$ cat config.mk
export PLATFORM = sky130hd
export DESIGN_NAME = biquad_lowpass_filter
export DESIGN_NICKNAME = d
export VERILOG_FILES = /design/src/bqlpf_pkg.sv /design/src/bqlpf_ctrl.sv /design/src/bqlpf_dp.sv /design/src/biquad_lowpass_filter.sv
export SDC_FILE = /design/constraint.sdc
export NUM_CORES = 2
export LEC_CHECK = 0
export BUFFER_PORTS_ARGS = -buffer_cell sky130_fd_sc_hd__buf_2
export CELL_PAD_IN_SITES_DETAIL_PLACEMENT = 1
export CELL_PAD_IN_SITES_GLOBAL_PLACEMENT = 1
export CORE_MARGIN = 2
export CORE_UTILIZATION = 54
export CTS_CLUSTER_SIZE = 25
export DETAILED_ROUTE_END_ITERATION = 12
export GPL_ROUTABILITY_DRIVEN = 0
export PLACE_DENSITY = 0.91
export SYNTH_ARGS = -nofsm -noshare
export SYNTH_HDL_FRONTEND = slang
export SYNTH_SLANG_ARGS = --single-unit
export TNS_END_PERCENT = 100
$ cat constraint.sdc
create_clock -name i_clk -period 27.1 [get_ports i_clk]
set_clock_uncertainty 0.15 [all_clocks]
set_input_delay 2.71 -clock i_clk [delete_from_list [all_inputs] [get_ports i_clk]]
set_output_delay 2.71 -clock i_clk [all_outputs]
set_load 0.005 [all_outputs]
$ cat src/bqlpf_pkg.sv
`timescale 1ns / 1ps

package bqlpf_pkg;

    localparam int SAMPLE_W   = 16;
    localparam int COEF_FRAC  = 16;
    localparam int COEF_W     = COEF_FRAC + 2;
    localparam int STATE_W    = 40;
    localparam int STATE_FRAC = 8;

    localparam int SPLIT      = STATE_W / 2;
    localparam int PART_W     = SPLIT + 1;
    localparam int PROD_W     = COEF_W + PART_W;
    localparam int ACC_W      = COEF_W + STATE_W + 2;
    localparam int Y_SHIFT    = COEF_FRAC + STATE_FRAC;

    localparam int CFG_IDX_W  = 3;
    localparam int CFG_DATA_W = COEF_W;

    localparam logic [CFG_IDX_W-1:0] REG_BYPASS  = 3'd0;
    localparam logic [CFG_IDX_W-1:0] REG_COEF_B0 = 3'd1;
    localparam logic [CFG_IDX_W-1:0] REG_COEF_B1 = 3'd2;
    localparam logic [CFG_IDX_W-1:0] REG_COEF_B2 = 3'd3;
    localparam logic [CFG_IDX_W-1:0] REG_COEF_A1 = 3'd4;
    localparam logic [CFG_IDX_W-1:0] REG_COEF_A2 = 3'd5;

    localparam logic [2:0] SEL_B0 = 3'd0;
    localparam logic [2:0] SEL_B1 = 3'd1;
    localparam logic [2:0] SEL_B2 = 3'd2;
    localparam logic [2:0] SEL_A1 = 3'd3;
    localparam logic [2:0] SEL_A2 = 3'd4;

    localparam logic [1:0] DAT_D1 = 2'd0;
    localparam logic [1:0] DAT_D2 = 2'd1;
    localparam logic [1:0] DAT_W  = 2'd2;

    typedef struct packed {
        logic       load_x;
        logic       clr_state;
        logic       mul_en;
        logic [2:0] coef_sel;
        logic [1:0] dat_sel;
        logic       half;
        logic       neg;
        logic       round_w;
        logic       round_y;
        logic       out_pass;
    } t_cmd;

    typedef struct packed {
        logic bypass;
        logic out_free;
    } t_stat;

endpackage

$ cat src/bqlpf_ctrl.sv
`timescale 1ns / 1ps

module bqlpf_ctrl (
    input  logic            i_clk,
    input  logic            i_rst_n,
    input  logic            i_in_valid,
    input  logic            i_kind,
    output logic            o_in_stall,
    input  bqlpf_pkg::t_stat i_stat,
    output bqlpf_pkg::t_cmd  o_cmd
);
    import bqlpf_pkg::*;

    localparam logic [2:0] S_IDLE = 3'd0;
    localparam logic [2:0] S_WMUL = 3'd1;
    localparam logic [2:0] S_WDRN = 3'd2;
    localparam logic [2:0] S_WRND = 3'd3;
    localparam logic [2:0] S_YMUL = 3'd4;
    localparam logic [2:0] S_YDRN = 3'd5;
    localparam logic [2:0] S_YRND = 3'd6;
    localparam logic [2:0] S_PASS = 3'd7;

    logic [2:0] r_state, n_state;
    logic [2:0] r_step, n_step;

    always_ff @(posedge i_clk) begin
        if (!i_rst_n) begin
            r_state <= S_IDLE;
            r_step  <= '0;
        end else begin
            r_state <= n_state;
            r_step  <= n_step;
        end
    end

    assign o_in_stall = (r_state != S_IDLE);

    always_comb begin
        n_state = r_state;
        n_step  = r_step;
        o_cmd   = '0;
        unique case (r_state)
            S_IDLE: begin
                n_step = '0;
                if (i_in_valid) begin
                    if (i_kind) begin
                        o_cmd.clr_state = 1'b1;
                    end else begin
                        o_cmd.load_x = 1'b1;
                        n_state = i_stat.bypass ? S_PASS : S_WMUL;
                    end
                end
            end
            S_WMUL: begin
                o_cmd.mul_en   = 1'b1;
                o_cmd.neg      = 1'b1;
                o_cmd.half     = r_step[0];
                o_cmd.coef_sel = r_step[1] ? SEL_A2 : SEL_A1;
                o_cmd.dat_sel  = r_step[1] ? DAT_D2 : DAT_D1;
                n_step = r_step + 3'd1;
                if (r_step == 3'd3) begin
                    n_state = S_WDRN;
                end
            end
            S_WDRN: begin
                n_state = S_WRND;
            end
            S_WRND: begin
                o_cmd.round_w = 1'b1;
                n_step  = '0;
                n_state = S_YMUL;
            end
            S_YMUL: begin
                o_cmd.mul_en = 1'b1;
                o_cmd.half   = r_step[0];
                case (r_step[2:1])
                    2'd0: begin
                        o_cmd.coef_sel = SEL_B0;
                        o_cmd.dat_sel  = DAT_W;
                    end
                    2'd1: begin
                        o_cmd.coef_sel = SEL_B1;
                        o_cmd.dat_sel  = DAT_D1;
                    end
                    default: begin
                        o_cmd.coef_sel = SEL_B2;
                        o_cmd.dat_sel  = DAT_D2;
                    end
                endcase
                n_step = r_step + 3'd1;
                if (r_step == 3'd5) begin
                    n_state = S_YDRN;
                end
            end
            S_YDRN: begin
                n_state = S_YRND;
            end
            S_YRND: begin
                if (i_stat.out_free) begin
                    o_cmd.round_y = 1'b1;
                    n_state = S_IDLE;
                end
            end
            S_PASS: begin
                if (i_stat.out_free) begin
                    o_cmd.out_pass = 1'b1;
                    n_state = S_IDLE;
                end
            end
            default: begin
                n_state = S_IDLE;
            end
        endcase
    end

endmodule

$ cat src/bqlpf_dp.sv
`timescale 1ns / 1ps

module bqlpf_dp (
    input  logic                                i_clk,
    input  logic                                i_rst_n,
    input  logic signed [bqlpf_pkg::SAMPLE_W-1:0] i_sample,
    input  logic                                i_out_stall,
    output logic                                o_out_valid,
    output logic signed [bqlpf_pkg::SAMPLE_W-1:0] o_filtered,
    input  logic                                i_cfg_we,
    input  logic [bqlpf_pkg::CFG_IDX_W-1:0]     i_cfg_index,
    input  logic [bqlpf_pkg::CFG_DATA_W-1:0]    i_cfg_data,
    input  bqlpf_pkg::t_cmd                     i_cmd,
    output bqlpf_pkg::t_stat                    o_stat
);
    import bqlpf_pkg::*;

    localparam int WR_W = ACC_W - COEF_FRAC;
    localparam int YR_W = ACC_W - Y_SHIFT;
    localparam int X_SH = STATE_FRAC + COEF_FRAC;
    localparam logic [ACC_W-1:0] W_HALF = ACC_W'(1) << (COEF_FRAC - 1);
    localparam logic [ACC_W-1:0] Y_HALF = ACC_W'(1) << (Y_SHIFT - 1);
    localparam logic [STATE_W-1:0]  STATE_MAX  = {1'b0, {(STATE_W-1){1'b1}}};
    localparam logic [SAMPLE_W-1:0] SAMPLE_MAX = {1'b0, {(SAMPLE_W-1){1'b1}}};

    logic                      r_bypass;
    logic signed [COEF_W-1:0]  r_b0, r_b1, r_b2, r_a1, r_a2;
    logic signed [STATE_W-1:0] r_d1, r_d2, r_w;
    logic signed [SAMPLE_W-1:0] r_x;
    logic signed [ACC_W-1:0]   r_acc;
    logic signed [PROD_W-1:0]  r_prod;
    logic                      r_prod_vld, r_prod_hi, r_prod_neg;
    logic                      r_out_valid;
    logic signed [SAMPLE_W-1:0] r_filtered;

    logic signed [COEF_W-1:0]  coef;
    logic signed [STATE_W-1:0] dat;
    logic signed [PART_W-1:0]  part;
    logic signed [PROD_W-1:0]  prod;
    logic [ACC_W-1:0]          prod_ext, term;
    logic [ACC_W-1:0]          w_sum, y_sum;
    logic [WR_W-1:0]           w_rnd;
    logic [YR_W-1:0]           y_rnd;
    logic [STATE_W-1:0]        w_sat;
    logic [SAMPLE_W-1:0]       y_sat;
    logic                      out_free;

    always_ff @(posedge i_clk) begin
        if (!i_rst_n) begin
            r_bypass <= 1'b1;
            r_b0 <= '0;
            r_b1 <= '0;
            r_b2 <= '0;
            r_a1 <= '0;
            r_a2 <= '0;
        end else if (i_cfg_we) begin
            unique case (i_cfg_index)
                REG_BYPASS:  r_bypass <= i_cfg_data[0];
                REG_COEF_B0: r_b0 <= i_cfg_data;
                REG_COEF_B1: r_b1 <= i_cfg_data;
                REG_COEF_B2: r_b2 <= i_cfg_data;
                REG_COEF_A1: r_a1 <= i_cfg_data;
                REG_COEF_A2: r_a2 <= i_cfg_data;
                default: ;
            endcase
        end
    end

    always_comb begin
        unique case (i_cmd.coef_sel)
            SEL_B0:  coef = r_b0;
            SEL_B1:  coef = r_b1;
            SEL_B2:  coef = r_b2;
            SEL_A1:  coef = r_a1;
            SEL_A2:  coef = r_a2;
            default: coef = r_b0;
        endcase
        unique case (i_cmd.dat_sel)
            DAT_D1:  dat = r_d1;
            DAT_D2:  dat = r_d2;
            DAT_W:   dat = r_w;
            default: dat = r_d1;
        endcase
    end

    assign part = i_cmd.half
                ? {dat[STATE_W-1], dat[STATE_W-1:SPLIT]}
                : {1'b0, dat[SPLIT-1:0]};
    assign prod = coef * part;

    assign prod_ext = {{(ACC_W-PROD_W){r_prod[PROD_W-1]}}, r_prod};
    assign term = r_prod_hi ? {prod_ext[ACC_W-1-SPLIT:0], {SPLIT{1'b0}}} : prod_ext;

    assign w_sum = r_acc + W_HALF;
    assign w_rnd = w_sum[ACC_W-1:COEF_FRAC];
    assign w_sat = (&w_rnd[WR_W-1:STATE_W-1] || ~|w_rnd[WR_W-1:STATE_W-1])
                 ? w_rnd[STATE_W-1:0]
                 : (w_rnd[WR_W-1] ? ~STATE_MAX : STATE_MAX);

    assign y_sum = r_acc + Y_HALF;
    assign y_rnd = y_sum[ACC_W-1:Y_SHIFT];
    assign y_sat = (&y_rnd[YR_W-1:SAMPLE_W-1] || ~|y_rnd[YR_W-1:SAMPLE_W-1])
                 ? y_rnd[SAMPLE_W-1:0]
                 : (y_rnd[YR_W-1] ? ~SAMPLE_MAX : SAMPLE_MAX);

    always_ff @(posedge i_clk) begin
        if (!i_rst_n) begin
            r_prod_vld <= 1'b0;
        end else begin
            r_prod_vld <= i_cmd.mul_en;
        end
    end

    always_ff @(posedge i_clk) begin
        if (i_cmd.mul_en) begin
            r_prod     <= prod;
            r_prod_hi  <= i_cmd.half;
            r_prod_neg <= i_cmd.neg;
        end
        if (i_cmd.load_x) begin
            r_x   <= i_sample;
            r_acc <= {{(ACC_W-SAMPLE_W-X_SH){i_sample[SAMPLE_W-1]}}, i_sample,
                      {X_SH{1'b0}}};
        end else if (i_cmd.round_w) begin
            r_w   <= w_sat;
            r_acc <= '0;
        end else if (r_prod_vld) begin
            r_acc <= r_prod_neg ? r_acc - term : r_acc + term;
        end
    end

    always_ff @(posedge i_clk) begin
        if (!i_rst_n) begin
            r_d1 <= '0;
            r_d2 <= '0;
        end else if (i_cmd.clr_state) begin
            r_d1 <= '0;
            r_d2 <= '0;
        end else if (i_cmd.round_y) begin
            r_d1 <= r_w;
            r_d2 <= r_d1;
        end
    end

    assign out_free = !r_out_valid || !i_out_stall;

    always_ff @(posedge i_clk) begin
        if (!i_rst_n) begin
            r_out_valid <= 1'b0;
        end else if (i_cmd.round_y || i_cmd.out_pass) begin
            r_out_valid <= 1'b1;
        end else if (!i_out_stall) begin
            r_out_valid <= 1'b0;
        end
    end

    always_ff @(posedge i_clk) begin
        if (i_cmd.round_y) begin
            r_filtered <= y_sat;
        end else if (i_cmd.out_pass) begin
            r_filtered <= r_x;
        end
    end

    assign o_out_valid     = r_out_valid;
    assign o_filtered      = r_filtered;
    assign o_stat.bypass   = r_bypass;
    assign o_stat.out_free = out_free;

endmodule

$ cat src/biquad_lowpass_filter.sv
`timescale 1ns / 1ps
// Second-order low-pass IIR (direct form II), fixed point.
// Input channel: i_in_valid / o_in_stall carry one word of i_kind and i_sample.
//   i_kind = 1 zeroes both delay elements and gives no output word.
// Output channel: o_out_valid / i_out_stall carry o_filtered from an output
//   register; a new input word is taken while a result still waits there.
// Configuration: i_cfg_we writes i_cfg_data to register i_cfg_index
//   (0 bypass, 1..3 b0..b2, 4 a1, 5 a2); write only while the block is idle.
// Timing: an accepted sample runs the feedback products, a drain step and the
//   rounding of w, then the feedforward products, a drain step and the rounding
//   of y; only then is the next word taken. A bypassed sample goes to the output
//   register. One 18 x 21 multiplier forms the ten partial products of each sample.
// Stall: a finished result holds in the output register; a later result
//   waits in the last step until the register is free.
// Reset (synchronous, active low): bypass on, coefficients and delay line
//   zero, no output word pending.
module biquad_lowpass_filter (
    input  logic                                i_clk,
    input  logic                                i_rst_n,
    input  logic                                i_in_valid,
    output logic                                o_in_stall,
    input  logic                                i_kind,
    input  logic signed [bqlpf_pkg::SAMPLE_W-1:0] i_sample,
    output logic                                o_out_valid,
    input  logic                                i_out_stall,
    output logic signed [bqlpf_pkg::SAMPLE_W-1:0] o_filtered,
    input  logic                                i_cfg_we,
    input  logic [bqlpf_pkg::CFG_IDX_W-1:0]     i_cfg_index,
    input  logic [bqlpf_pkg::CFG_DATA_W-1:0]    i_cfg_data
);
    import bqlpf_pkg::*;

    t_cmd  cmd;
    t_stat stat;

    bqlpf_ctrl u_ctrl (
        .i_clk      (i_clk),
        .i_rst_n    (i_rst_n),
        .i_in_valid (i_in_valid),
        .i_kind     (i_kind),
        .o_in_stall (o_in_stall),
        .i_stat     (stat),
        .o_cmd      (cmd)
    );

    bqlpf_dp u_dp (
        .i_clk       (i_clk),
        .i_rst_n     (i_rst_n),
        .i_sample    (i_sample),
        .i_out_stall (i_out_stall),
        .o_out_valid (o_out_valid),
        .o_filtered  (o_filtered),
        .i_cfg_we    (i_cfg_we),
        .i_cfg_index (i_cfg_index),
        .i_cfg_data  (i_cfg_data),
        .i_cmd       (cmd),
        .o_stat      (stat)
    );

endmodule

**Yosys cells after proc, flatten, opt, wreduce, memory -nomap -nowiden**

Cells that the tools add are included.

- Register bits after elaboration: 352
- Bits in latches: 0
- Memory bits (writable): 0
- Memory bits (read-only): 0
- Input port bits: 43
- Output and inout bits: 18
- Logic and storage cells: 124
- Memories: 0

- $add $sub $neg: 5
- Multiply operators: 1
- Divide/modulo/power cells: 0
- Magnitude comparators: 0
- Equal/unequal tests: 27
- Shift operators: 0
- Muxes and demuxes: 37
- Bitwise gates (word level): 2
- Reduce and logical (&&, ||, !) cells: 32

Operators with widths:

| operator | number |
|---|---|
| $mux W60 | 4 |
| $mux W40 | 2 |
| $pmux W40 S2 | 1 |
| $pmux W18 S4 | 1 |
| $mux W16 | 4 |
| $add A60 B16 Y60 const B | 1 |
| $add A60 B24 Y60 const B | 1 |
| $add A60 B60 Y60 | 1 |
| $sub A60 B60 Y60 | 1 |
| $mux W58 | 1 |
| $mul A18 B21 Y39 | 1 |
| $eq A3 B3 Y1 const B | 8 |
| $eq A3 B2 Y1 const B | 7 |
| $mux W21 | 1 |
| $mux W3 | 7 |
| $pmux W3 S7 | 1 |
| $reduce_and A21 Y1 | 1 |
| $reduce_or A21 Y1 | 1 |
| $pmux W7 S2 | 1 |
| $reduce_and A2 Y1 | 7 |
| $mux W1 | 10 |
| $reduce_and A5 Y1 | 2 |
| $reduce_or A2 Y1 | 5 |
| $eq A3 B1 Y1 const B | 3 |
| other kinds (16) | 32 |

**Depth between registers and ports, before layout**

- Depth in word-level cells: 7
- Mapped depth: 36
- Depth with buffers taken out: 36

**Hierarchy**

Synthesis repeated with hierarchy kept, for this count alone.

- Cell total of the unflattened synthesis: 4071
- Area, all modules: 35549.1 µm²

By module, submodules not included:

| module | times used | cells each | area each (µm²) | seq. area each (µm²) |
|---|---|---|---|---|
| bqlpf_dp | 1 | 3999 | 35049.9 | 8418.1 |
| bqlpf_ctrl | 1 | 72 | 499.2 | 120.1 |

**Worst setup path after synthesis**

OpenSTA, ideal clock, no wires.

- Path kind: register to register
- From: register u_ctrl.r_state[0]
- To: register u_dp.r_prod[35] (data pin)
- Library setup time: 0.258 ns
- Arrival time: 10.233 ns
- Required time: 26.692 ns
- Path slack: 16.459 ns
- Stages on the path, launching flop included: 34
- Buffers on the path: 4
- Clock period less this slack: 10.641 ns
- Cells stage by stage: dfxtp_1 > clkinv_1 > nand2_1 > a21oi_1 > and2_1 > clkbuf_1 > buf_2 > buf_1 > mux2i_1 > a21oi_1 > clkbuf_1 > nand2_1 > fa_1 > inv_1 > fa_1 > fa_1 > inv_1 > fa_1 > inv_1 > fa_1 > inv_1 > fa_1 > inv_1 > ha_1 > o21a_1 > nor2_1 > a21oi_1 > o41ai_1 > a31oi_1 > nand2_1 > a21oi_1 > or3b_2 > a31oi_1 > xnor2_1

RTL lines:

| element | RTL line | source |
|---|---|---|
| start, declared | bqlpf_ctrl.sv:23 | `logic [2:0] r_state, n_state;` |
| start signal, assigned | bqlpf_ctrl.sv:31 | `r_state <= n_state;` |
| end signal, assigned | bqlpf_dp.sv:116 | `r_prod <= prod;` |
| end, declared | bqlpf_dp.sv:31 | `logic signed [PROD_W-1:0] r_prod;` |

**Worst setup path in the final report**

- From: register u_ctrl.r_state[0]
- To: register u_dp.r_prod[35] (data pin)

- Longest elaborated chain between the ends: 6
- Elaborated cells between the ends (all ways): 13
- Classes of those cells: mul (1); eq/ne (8); mux (4)

RTL lines:

| element | RTL line | source |
|---|---|---|
| $eq A3 B3 Y1 or $eq A3 B1 Y1 (tied branches) | bqlpf_ctrl.sv:42 | `unique case (r_state)` |
| $pmux W7 S2 * | bqlpf_ctrl.sv:42 |  |
| $eq A2 B2 Y1 or $eq A2 B1 Y1 (tied branches) | bqlpf_dp.sv:78 | `unique case (i_cmd.dat_sel)` |
| $pmux W40 S2 | bqlpf_dp.sv:78 |  |
| $mux W21 | bqlpf_dp.sv:87 | `? {dat[STATE_W-1], dat[STATE_W-1:SPLIT]}` |
| $mul A18 B21 Y39 * | bqlpf_dp.sv:89 | `assign prod = coef * part;` |
| named net u_dp.prod[35] | bqlpf_dp.sv:39 | `logic signed [PROD_W-1:0] prod;` |

The timed path passes the listed nets; every way through them passes the cells marked *.
A chain may end at the register's enable or synchronous reset.

==> impl_metrics.yaml <==
floorplanning:
  die_area_sq_um: 66300
  io_pins: 61
  die_h_um: 258
  die_w_um: 258
  floorplan.initialDensity_pct: 54.8
  coreArea_sq_um: 63300
  fp-row-count: 92
timing:
  fmax_mhz: 86.1
  rsz0062_at_grt: "no"
  relSlewSlack_pct: 14.0
  fin_crit_ns: 11.61
  worst_pin_slew_ns: 1.29
  tns_ns: 0
  finalHoldViolCount: 0
  finalCritPeriodShare_pct: 42.9
  slew_viol_final: 0
  setup_violations: 0
  holdWs_ns: 0.306
finish:
  area_growth_pct: 6.45
  layout-drive-gt1-share_pct: 6.71
  regArea_sq_um: 8540
  multi_input_area_sq_um: 23500
  layout.nets: 4565
  n_fill_cell: 7457
  final_cells: 4857
yosys:
  synth_nets: 4631
  avgSynthCellArea_sq_um: 8.58
  yosys_warnings: 0
  synth_fa_ha_area_share_pct: 27.8
  synth_edf_count: 149
  synth_top_family_by_area: "adder cells"
  synth-compound-area-share_pct: 14.7
  ys_seq_area_share_pct: 24.6
  async_reset_ff_share_pct: 0
  synthesis.area_sq_um: 34700
  synth_cells: 4044
  ys_seq_elements: 352
  ys.flop_type: "dfxtp_1"
  synthXorXnorAreaFrac_pct: 5.12
  yosys.area_share.simple_pct: 17.1
  yosys-mux-area-fraction_pct: 2.67
  synth_cell_types: 85
critical_path:
  crit_path_start_kind: "flop"
  cp-end-kind: "flop"
  slowest_stage: "a21oi_1"
  crit_required_ns: 27.26
  cpMostUsedCell: "ha_1"
  slowest_delay_ns: 1.05
  critical_path_class: "reg2reg"
  cp_data_arrival_time_ns: 11.77
  ff2ff_path_depth: 31
  crit_fanout: 21
routing:
  met1_length_mm: 46.6
  drc: 0
  wl_per_cell_um: 26.6
  topRoutingLayerUsed: "met5"
  drt_iter0_markers: 3377
  vias: 31600
  ant_nets: 0
  dr_wl_met2_mm: 61.5
  firstDrtPassIters: 8
  wl_mm: 129
  wl_met3_mm: 11.3
  viasPerCell: 6.50
clocking:
  cts_root_buffer: "clkbuf_16"
  cts_max_path_buffers: 3
  cts_hold_buffers: 0
  cts_resized: 0
  numCtsBuffers: 38
  cts_tree: "done"
  cts.clk_slew.worst_paths_ns: 0.07
  insertion_delay_ns: 0.58
  h-tree-depth: 2
  cts_setup_buffers: 0
  clock_sinks: 352
power:
  clkPwrFrac_pct: 15.3
  power_w: 0.00351
  switchingPower_w: 0.00182
  swShare_pct: 51.8
  intPower_w: 0.00170
  power.leakage_nw: 15.8
  power_density_nw_per_um2: 95.1
  pwr-share-seq_pct: 24.8
  ir_drop_v: 0.0000600
  comb_power_share_pct: 59.8
global_routing:
  grt_max_degree: 101
  grt_use_total_pct: 38.8
  grt_pass1_wl_mm: 200
  gr-total-overflow: 0
  first_global_vias: 34400
  antenna_found_initial: 5
job:
  drv_cap: 0
placed_design:
  post-dp-hpwl_mm: 89.9
  dp_cells: 4783
  port_buffers: 60
worst_hold_path:
  hold-path-cell-count: 2
  hold_path.class: "reg2reg"
status:
  status: "finished clean"
[worst paths after layout]
check / start / end / slack, ns
max: u_ctrl.r_state[0] / u_dp.r_prod[35] / 15.49
min: u_dp.r_d2[7] / u_dp.r_d2[7] / 0.31
max reg2reg: u_ctrl.r_state[0] / u_dp.r_prod[35] / 15.49
min reg2reg: u_dp.r_d2[7] / u_dp.r_d2[7] / 0.31
[placed cells by master, fill, tap and decap left out, types with 10 or more instances in the layout]
cell type    n
ha_1       166
o21ai_0    160
a222oi_1    15
dfxtp_1    203
mux2i_1     41
inv_1      509
buf_2       60
a21boi_0    99
a22oi_1     17
xnor2_1    105
a31oi_1     35
nand2_1    732
xor2_1      98
edfxtp_1   149
nand2b_1    25
a21oi_1    251
buf_4       56
and2_1      66
nand3_1     52
or2_2       13
nor2_1     203
o211ai_1    10
a21o_1      56
mux2_2      46
nor2b_1     63
clkbuf_16   39
o21bai_1    12
a221oi_1    27
fa_1       378
o21a_1      14
nor3_1      36
nand4_1     32
nor4_1      10
and3_1      26
[power by group through the flow]
stage / Clock [W] / Combinational [W] / Sequential [W]
6_report: 0.000539 / 0.00210 / 0.000873
5_1_grt: 0.000558 / 0.00223 / 0.000874
4_1_cts: 0.000536 / 0.00202 / 0.000857
3_5_place_dp: 0 / 0.00196 / 0.000864
3_3_place_gp: 0 / 0.00187 / 0.000859
2_1_floorplan: 0 / 0.00142 / 0.000767
[state kept, by name, summed over array words and instances (netlist names), 3 cells and up]
register	cells
u_dp.r_a1	18
u_dp.r_b0	18
u_dp.o_filtered	16
u_ctrl.r_step	3
u_dp.r_b1	18
u_dp.r_prod	39
u_dp.r_d2	40
u_dp.r_x	16
u_dp.r_b2	18
u_dp.r_w	40
u_dp.r_acc	60
u_dp.r_d1	40
u_dp.r_a2	18
u_ctrl.r_state	3
[cells in the mapped netlist, drive strengths merged (27+ instances only)]
cell type	instances	area, sq um
and2	69	432
mux2i	41	410
a21boi	100	751
a31oi	35	219
nand4	32	200
xnor2	105	920
inv	509	1910
nand3	53	270
a21oi	253	1270
nor3	41	210
a221oi	27	236
fa	378	7570
o21ai	171	863
edfxtp	149	4470
xor2	98	858
nand2	734	2760
dfxtp	203	4060
nor2b	63	394
a21o	56	420
mux2	46	518
nor2	206	783
clkbuf	197	742
ha	166	2080
[worst max-delay path, delay by kind of cell, from the launching register on]
kind                       cells  cell delay [ns]
AOI/OAI and AO/OA             10             4.27
adders and majority gates      9             3.98
and+or+nand+nor                6             1.71
buffers and inverters          5             0.64
DFF                            1             0.50
xor gates and xnor gates       1             0.09
[per-stage QoR]
stage,area [sq um],worst slack (ns),utilization [%]
CTS,36900,16.01,58.3
finish,36900,15.49,58.4
global route,36900,15.25,58.3
detailed placement,35700,16.41,56.4
global placement,35700,17.04,56.4
floorplan,34700,16.46,-
[area by class of cell]
cell class,instances,share of cell area (%)
clock buffers,50,2.89
inverters,510,5.18
flip-flops and latches,352,23.1
well taps,846,2.86
repair buffers,117,1.99
diodes,3,0.0203
clock inverters,20,0.444
multi-input cells,2959,63.5
[kinds of logic after synthesis]
| group | after synthesis |
|---|---|
| adders and majority gates | 544 |
| and+or+nand+nor | 1322 |
| DFF | 352 |
| AOI/OAI and AO/OA | 803 |
| muxes | 87 |
| xor gates and xnor gates | 203 |
| buffers and inverters | 733 |
[metal layers]
layer  up-vias  track usage (%)
met5         -                0
met4         2             25.5
met3       666             8.11
met2      1920             64.4
li1      13200                -
met1     15800             45.6
Power figures use the tool's default switching activity.
